===== src/rtl/arxc_pkg.sv =====
`timescale 1ns / 1ps
// ----------------------------------------------------------------------------
// arxc_pkg
// Shared types, register indexes and round helpers for the 4x32 ARX cipher.
// ----------------------------------------------------------------------------
package arxc_pkg;

    localparam int unsigned WORD_W = 32;
    localparam int unsigned CFG_W  = 64;
    localparam int unsigned IDX_W  = 3;
    localparam int unsigned NUM_KEY_REGS = 6;

    localparam int unsigned ROT_A = 2;
    localparam int unsigned ROT_C = 4;
    localparam int unsigned ROT_B = 8;
    localparam int unsigned ROT_D = 16;

    typedef logic [WORD_W-1:0] word_t;
    typedef logic [CFG_W-1:0]  cfg_data_t;
    typedef logic [IDX_W-1:0]  cfg_idx_t;

    typedef struct packed {
        word_t a;
        word_t b;
        word_t c;
        word_t d;
    } block_t;

    // per-stage control
    typedef struct packed {
        logic second_half;
        logic bypass;
    } stage_ctl_t;

    localparam cfg_idx_t CFG_MODE     = 3'd0;
    localparam cfg_idx_t CFG_KEY_0_1  = 3'd1;
    localparam cfg_idx_t CFG_KEY_2_3  = 3'd2;
    localparam cfg_idx_t CFG_KEY_4_5  = 3'd3;
    localparam cfg_idx_t CFG_KEY_6_7  = 3'd4;
    localparam cfg_idx_t CFG_KEY_8_9  = 3'd5;
    localparam cfg_idx_t CFG_KEY_10_11 = 3'd6;

    function automatic word_t rotl32(word_t x, int unsigned n);
        rotl32 = (x << n) | (x >> (WORD_W - n));
    endfunction

    // a += b, a ^= d, c += d, c ^= b, rotate a and c
    function automatic block_t half_round_ac(block_t x);
        word_t a;
        word_t c;
        a = (x.a + x.b) ^ x.d;
        c = (x.c + x.d) ^ x.b;
        half_round_ac = '{a: rotl32(a, ROT_A), b: x.b, c: rotl32(c, ROT_C), d: x.d};
    endfunction

    // b += c, b ^= a, d += a, d ^= c, rotate b and d
    function automatic block_t half_round_bd(block_t x);
        word_t b;
        word_t d;
        b = (x.b + x.c) ^ x.a;
        d = (x.d + x.a) ^ x.c;
        half_round_bd = '{a: x.a, b: rotl32(b, ROT_B), c: x.c, d: rotl32(d, ROT_D)};
    endfunction

endpackage


===== src/rtl/arxc_stage.sv =====
`timescale 1ns / 1ps
// ----------------------------------------------------------------------------
// arxc_stage
// One pipeline stage: optional key XOR, one half round or bypass, register.
// ----------------------------------------------------------------------------
module arxc_stage import arxc_pkg::*;
(
    input  logic       clk,
    input  logic       rst_n,
    input  stage_ctl_t ctl,
    input  block_t     key,
    input  logic       up_valid,
    input  block_t     up_blk,
    output logic       up_ready,
    output logic       down_valid,
    output block_t     down_blk,
    input  logic       down_ready
);

    logic   valid_reg;
    block_t blk_reg;
    block_t mixed;
    block_t blk_next;

    always_comb
    begin
        mixed = up_blk ^ key;
        if (ctl.bypass)
        begin
            blk_next = mixed;
        end
        else if (ctl.second_half)
        begin
            blk_next = half_round_bd(mixed);
        end
        else
        begin
            blk_next = half_round_ac(mixed);
        end
    end

    assign up_ready = !valid_reg || down_ready;

    always_ff @(posedge clk or negedge rst_n)
    begin
        if (!rst_n)
        begin
            valid_reg <= 1'b0;
        end
        else if (up_ready)
        begin
            valid_reg <= up_valid;
        end
    end

    always_ff @(posedge clk)
    begin
        if (up_ready && up_valid)
        begin
            blk_reg <= blk_next;
        end
    end

    assign down_valid = valid_reg;
    assign down_blk   = blk_reg;

endmodule


===== config.mk =====
export PLATFORM = sky130hd
export DESIGN_NAME = arxc_stage
export DESIGN_NICKNAME = d
export VERILOG_FILES = /design/src/rtl/arxc_pkg.sv /design/src/rtl/arxc_stage.sv
export SDC_FILE = /design/constraint.sdc
export NUM_CORES = 1
export LEC_CHECK = 0
export BUFFER_PORTS_ARGS = -buffer_cell sky130_fd_sc_hd__buf_4
export CAP_MARGIN = 20
export CORE_MARGIN = 10
export CORE_UTILIZATION = 40
export CTS_CLUSTER_DIAMETER = 30
export DETAILED_ROUTE_END_ITERATION = 7
export HOLD_SLACK_MARGIN = 0.03
export PLACE_DENSITY_LB_ADDON = 0.25
export SLEW_MARGIN = 20
export SYNTH_ARGS = -nofsm -noshare
export SYNTH_HDL_FRONTEND = slang
export SYNTH_SLANG_ARGS = --single-unit

===== constraint.sdc =====
create_clock -name clk -period 3.55 [get_ports clk]
set_input_delay 0.71 -clock clk [delete_from_list [all_inputs] [get_ports clk]]
set_output_delay 0.71 -clock clk [all_outputs]
set_load 0.005 [all_outputs]

# Word-level counts from Yosys, hierarchy flattened
# Cells that the tools add are included.
# op_classes
add_sub_neg	4
n_mul	0
n_div	0
order_cmp	0
eq_ne	0
shifts	0
muxes	2
n_bitwise	9
n_reduce_logical	3
# op_table
cell	n
2-to-1 mux 128 bit	2
adder 32 bit	4
XOR 128 bit	1
XOR 32 bit	4
OR 32 x 16 -> 32 bit	1
OR 32 x 2 -> 32 bit	1
OR 32 x 4 -> 32 bit	1
OR 32 x 8 -> 32 bit	1
logical AND 1 bit	1
zero test 1 bit	1
logical OR 1 bit	1
# totals
reg_bits	129
latchBits	0
ram_bits	0
mem_bits_ro	0
inputBits	262
output_inout_bits	130
elab_cells	23
mem_count	0

# Longest topological paths before layout
# Gate-level depths: netlist of the first run.
# logic_depth
depth_word	6
ltp_mapped	13
ltp_nobuf	13

# Worst setup path before layout of the first run
# Ideal clock, no wire load.
# synth_timing
kind	in2reg
from	input port down_ready
to	register blk_reg (netlist bit down_blk[0]) (enable)
t_arrival_ns	3.821
slack_ns	-0.774
cell_stages	2
n_path_buf	0
cell_sequence	nand2b_1 > and2_1
# synth_between
elab_chain_len	2
# synth_lines
element	line	text
from (decl)	arxc_stage.sv:17	input logic down_ready
logical OR 1 bit	arxc_stage.sv:42	assign up_ready = !valid_reg || down_ready;
logical AND 1 bit	arxc_stage.sv:58	if (up_ready && up_valid)
to (signal assigned)	arxc_stage.sv:60	blk_reg <= blk_next;
to (decl)	arxc_stage.sv:21	block_t blk_reg;
# Every way passes these cells.
# A chain may end at the register's enable or synchronous reset.

==> results_dict.tcl, run 1 <==
set metrics [dict create \
    setup_tns_ps 0 \
    grt_first_pass_wirelength_um 94700 \
    area_grow_syn2layout_pct 49.9 \
    postSynthAreaPerCell_um2 9.02 \
    setup_violations 0 \
    start_kind "primary input" \
    layout.cells.most_common "buf_4" \
    drt_wl_cell_um 22.8 \
    finalWeightedCongestion 0.972 \
    max_slew_violation_count 0 \
    die_area_um2 44100 \
    status "finished clean" \
    number_of_enable_type_register_cells_in_the_synthesized_netlist 128 \
    drt_wl_total_um 64400 \
    fp.dieW_um 210 \
    multiInputGateArea_um2 10500 \
    post-route-worst-setup-slack_ps 36.9 \
    worst_hold_path.num_cells 2 \
    buffer_ports.inserted 391 \
    detail-route-antenna-nets 0 \
    synth.net_count 1960 \
    worst_clock_skew_ps 16.2 \
    clk-insertion-delay-late_ps 470 \
    final_period_minus_worst_setup_slack_ps 3510 \
    initial_core_util_pct 40.6 \
    numPlacedInstances 2791 \
    drt_pass1_iterations 5 \
    crit_required_ps 3740 \
    worst_ep_arrival_time_ps 3700 \
    finish.utilization_pct 60.8 \
    worst_hold_slack_ps 463 \
    grt_antenna_before_repair 1 \
    post_layout_nonfiller_instances 2827 \
    synth_top_family_by_area "XOR/XNOR gates" \
    cap_viol_max_count 0 \
    io_pins 392 \
    p_per_area_nw_per_um2 453 \
    layout-drive-gt1-share_pct 38.4 \
    track_usage_pct 28.1 \
    final_nets 2714 \
    grt_max_degree 129 \
    cp-end-kind "flip-flop" \
    num_antenna_cells 0 \
    cts_htree_levels 4 \
    netlist-cell-type-count 86 \
    clkSlewWorstSetupHoldPaths_ps 70 \
    post_synth_and_or_nand_nor_area_fraction_pct 12.1 \
    drt-initial-drc-count 1196 \
    worst_slew_pin_slew_ps 923 \
    synth_xor_xnor_area_share_pct 28.5 \
    final.period_utilization_pct 99.0 \
    grt_pass1_vias 15600 \
    place_ws_ps -973 \
    cp_max_fo 2 \
    worst_ir_drop_vdd_uv 403 \
    layout.cells.most_common_list "buf_4 (766), xnor2_1 (265), a21oi_1 (190), nor2_1 (177), xor2_1 (144)" \
    tritoncts_buffers 17 \
    fillerInstances 3175 \
    ys_warn_count 0 \
    synth_seq_cells 129 \
    synth_fa_ha_area_share_pct 10.1 \
    grt_overflow 0 \
    synth_mux_area_share_pct 0.624 \
    drc_violations_left 0 \
    yosysSeqAreaShare_pct 26.8 \
    site_row_count 69 \
    core_area_um2 35600 \
    total_power_mw 9.79 \
    maxSlewHeadroom_pct 38.3 \
    hold_violations 0 \
    ys_async_sr_fraction_pct 0.775 \
    worst_hold_path_type "primary input to flip-flop" \
    vias 15300 \
    cts.sinks 129 \
    worstRegToRegCells 3 \
    critPathKind "primary input to flip-flop" \
    timing.reg2reg.setup_slack_ps 1860 \
    dp.final_hpwl_um 53900 \
    clock_tree.root_cell "clkbuf_16" \
    routed_via_density 5.42 \
    die_h_um 210 \
    synthesis.area_um2 14400 \
    layout.cell_area.non_filler_um2 21600 \
    synth_ff_type "edfxtp_1" \
    post_synthesis_compound_gate_area_fraction_pct 19.7 \
    placement.cell_area_um2 20700 \
    sequential_cell_area_um2 3870 \
    clock_path_buffers 2 \
    max_clock_freq_mhz 285 \
    cts_tree "built" \
    synth_cells 1599 \
    power.leakage_nw 9.54 \
]
[final timing paths]
check,start,endpoint
worst max-delay path,key[35],down_blk[35]
worst min-delay path,up_valid,down_valid
worst max register to register,down_valid,down_blk[74]
worst min register to register,down_valid,down_valid
max in group asynchronous,rst_n,down_valid
min in group asynchronous,rst_n,down_valid
[state kept, by name (all words and copies together), names as in the netlist]
signal	cells
down_blk	128
down_valid	1
[worst max-delay path: stages]
cell      delay [ps]
buf_4            130
xor2_4           170
ha_1             200
maj3_1           340
a311o_2          430
and3_2           240
o311ai_4         400
o21ai_2          140
o21ai_0          430
o21ai_0          200
xnor2_1          190
a21oi_1           90
[where the power goes]
| group | total (mW) | internal, mW | switching (mW) |
|---|---|---|---|
| Combinational | 5.96 | 2.86 | 3.10 |
| Sequential | 1.97 | 1.92 | 0.0556 |
| Clock | 1.87 | 1.00 | 0.867 |
[layout make-up]
class	instances	area share [%]
inverters	48	0.839
clock inverters	15	0.781
flip-flops and latches	129	17.9
clock buffers	17	1.97
multi-input cells	1385	48.8
repair buffers	772	27.1
well taps	461	2.67
[metal layers]
layer  global-route usage, %  up-vias  part of all wire [%]
li1                        -     7271                     -
met1                    35.2     7292                    41
met2                    47.6      664                    48
met3                    4.93       91                   7.3
met4                    9.65        2                   3.0
met5                       0        -                 0.019
[kinds of logic (layout without fill, tap and decap cells)]
kind of cell / Yosys count / count (layout)
mux: 9 / 9
compound gates: 439 / 439
fa+ha+maj: 121 / 121
xor+xnor: 444 / 444
flops: 129 / 129
buf+inv: 85 / 852
simple gates: 372 / 372
[repair_timing]
| item | 4_1_cts | 5_1_grt |
|---|---|---|
| hold buffers | 1 | 0 |
| setup buffers | 0 | 3 |
| gates resized for setup | 8 | 37 |
| pin swaps | 1 | 20 |
| endpoints found under the setup margin | 12 | 30 |
| hold endpoints to repair | 1 | 0 |
[Yosys cell counts, types with 5 or more instances]
cell type	number	area, µm²
xnor2_1	273	2390
and2_1	12	75.1
nor3_1	15	75.1
xnor2_2	10	163
o22ai_1	9	56.3
xor2_1	149	1310
ha_1	99	1240
nor4_1	10	62.6
xor2_2	7	114
a211oi_1	9	67.6
a21boi_0	6	45.0
or2_2	12	75.1
mux2i_1	9	90.1
o31ai_1	11	82.6
edfxtp_1	128	3840
nand4_1	10	62.6
a221oi_1	5	43.8
o21ai_0	45	225
a31oi_1	32	200
nand3_1	22	110
maj3_1	20	200
nand2_1	53	199
nor2b_1	5	31.3
nor2_1	178	668
clkbuf_1	33	124
o21bai_1	20	150
a31o_2	5	43.8
a21o_1	33	248
o21a_1	6	45.0
nand2b_1	8	50.1
and3_1	20	125
or3_1	11	68.8
a21oi_1	194	971
inv_1	43	161
No activity file was read; power rests on OpenSTA's default activity.
==> inputs of run 2 (changes only) <==
--- a/config.mk
+++ b/config.mk
@@ -5,12 +5,12 @@
 export SDC_FILE = /design/constraint.sdc
 export NUM_CORES = 1
 export LEC_CHECK = 0
-export BUFFER_PORTS_ARGS = -buffer_cell sky130_fd_sc_hd__buf_4
 export CAP_MARGIN = 20
 export CORE_MARGIN = 10
 export CORE_UTILIZATION = 40
 export CTS_CLUSTER_DIAMETER = 30
 export DETAILED_ROUTE_END_ITERATION = 7
+export DONT_BUFFER_PORTS = 1
 export HOLD_SLACK_MARGIN = 0.03
 export PLACE_DENSITY_LB_ADDON = 0.25
 export SLEW_MARGIN = 20
==> results_dict.tcl, run 2 (synthesis results as in run 1) <==
set metrics [dict create \
    start_kind "primary input" \
    seqPwrFrac_pct 22.5 \
    postCtsSetupRepairBufs 0 \
    cts_tree "built" \
    worstRegToRegCells 3 \
    power_report.internal_total_mw 5.26 \
    max_slew_violation_count 0 \
    cp_max_fo 2 \
    layout.cells.most_common "buf_4" \
    cap_viol_max_count 0 \
    vias 13500 \
    layout.cells.most_common_list "buf_4 (322), xnor2_1 (270), a21oi_1 (193), nor2_1 (177), xor2_1 (144)" \
    cts.sinks 129 \
    detail-route-antenna-nets 0 \
    worst_ep_arrival_time_ps 3730 \
    drt_wl_cell_um 25.5 \
    routed_via_density 5.67 \
    worst_clock_skew_ps 10.5 \
    hold_start "up_valid" \
    clk-insertion-delay-late_ps 470 \
    num_antenna_cells 0 \
    layout-drive-gt1-share_pct 23.0 \
    area_grow_syn2layout_pct 25.8 \
    tritoncts_buffers 17 \
    total_power_mw 9.03 \
    cp_cell_sequence "xnor2_2 > inv_1 > ha_1 > a31o_2 > a311o_1 > and3_1 > o311ai_4 > o21ai_1 > o21ai_1 > o21ai_0 > xnor2_1 > a21oi_1" \
    timing.critical_path.from "key[34]" \
    crit_required_ps 3750 \
    track_usage_pct 26.4 \
    drt-initial-drc-count 996 \
    post_layout_nonfiller_instances 2384 \
    cp_slowest_stage_delay_ps 430 \
    clock_power_share_pct 20.3 \
    worst_ir_drop_vdd_uv 388 \
    io_pins 392 \
    layout.cell_area.non_filler_um2 18100 \
    reg2reg_from "down_valid" \
    grt_antenna_before_repair 0 \
    p_per_area_nw_per_um2 498 \
    fp.dieW_um 210 \
    dp.final_hpwl_um 51300 \
    core_area_um2 35600 \
    final_period_minus_worst_setup_slack_ps 3530 \
    max_clock_freq_mhz 283 \
    die_area_um2 44100 \
    worst_hold_path.num_cells 1 \
    drt_pass1_iterations 5 \
    setup_violations 0 \
    critPathKind "primary input to flip-flop" \
    placement.cell_area_um2 17500 \
    worst_slew_pin_slew_ps 957 \
    critPathMostFrequentCell "o21ai_1" \
    clock_tree.root_cell "clkbuf_16" \
    grt_overflow 0 \
    cts_htree_levels 4 \
    die_h_um 210 \
    buffer_ports.inserted 0 \
    power.switching_mw 3.77 \
    worst_hold_path_type "primary input to flip-flop" \
    finalWeightedCongestion 0.930 \
    status "finished clean" \
    max_reg_flops 128 \
    grt_first_pass_wirelength_um 87700 \
    hold_violations 0 \
    clkSlewWorstSetupHoldPaths_ps 70 \
    grt_pass1_vias 13700 \
    maxSlewHeadroom_pct 36.0 \
    drc_violations_left 0 \
    final.period_utilization_pct 99.5 \
    drt_wl_total_um 60900 \
    grt_max_degree 54 \
    site_row_count 69 \
    p_comb_share_pct 57.2 \
    power.leakage_nw 7.36 \
    clock_path_buffers 2 \
    worst_path_max_delay_cell "a311o_1" \
    sw_frac_of_total_pct 41.8 \
    cp-end-kind "flip-flop" \
    worst_hold_slack_ps 360 \
    final_nets 2271 \
    initial_core_util_pct 40.6 \
    numPlacedInstances 2351 \
]
==> run 2: final timing paths <==
path | endpoint | slack (ps)
min in group asynchronous | down_valid | 460
worst max-delay path | down_blk[35] | 20
worst max register to register | down_blk[35] | 1700
worst min register to register | down_valid | 620
max in group asynchronous | down_valid | 2990
worst min-delay path | down_valid | 360
==> run 2: final cells by class <==
cell class / count / area [µm²]
clock buffers: 17 / 425
clock inverters: 15 / 148
fillers: 3436 / 17400
inverters: 48 / 181
multi-input cells: 1385 / 10400
flip-flops and latches: 129 / 3870
well taps: 461 / 577
repair buffers: 329 / 2550
==> run 2: worst max-delay path: cells and delay by family <==
kind / cells / cell delay, ps
AOI/OAI and AO/OA: 7 / 1830
xor gates and xnor gates: 2 / 510
adders and majority gates: 1 / 320
buffers and inverters: 1 / 80
and+or+nand+nor: 1 / 260
==> run 2: power by group through the flow <==
stage          combinational (mW)  clock (mW)  sequential (mW)
2_1_floorplan                3.13           0             2.01
3_3_place_gp                 5.04           0             2.08
3_5_place_dp                 5.05           0             2.08
4_1_cts                      5.09        1.84             2.05
5_1_grt                      5.55        1.91             2.05
6_report                     5.17        1.83             2.04
==> run 2: through the flow <==
step	TNS (ps)	worst slack (ps)	util, %
6_report	0	19.4	51.0
5_1_grt	-8.47	-8.47	51.0
4_1_cts	0	0.709	50.8
3_5_place_dp	-15970	-987	49.1
3_3_place_gp	-14850	-998	49.1
2_1_floorplan	0	10.0	-
==> run 2: metal layers <==
layer | track usage, % | vias up | part of all wire (%)
li1 | - | 6396 | -
met1 | 33.9 | 6511 | 43
met2 | 43.9 | 538 | 47
met3 | 5.00 | 78 | 6.8
met4 | 8.56 | 0 | 2.8
met5 | 0 | - | 0
==> run 2: what timing repair did <==
action	CTS	global route
pin swaps	0	1
gates resized for setup	3	11
endpoints found under the hold margin	1	0
endpoints found under the setup margin	5	18
hold buffers	1	0
gates cloned	0	0
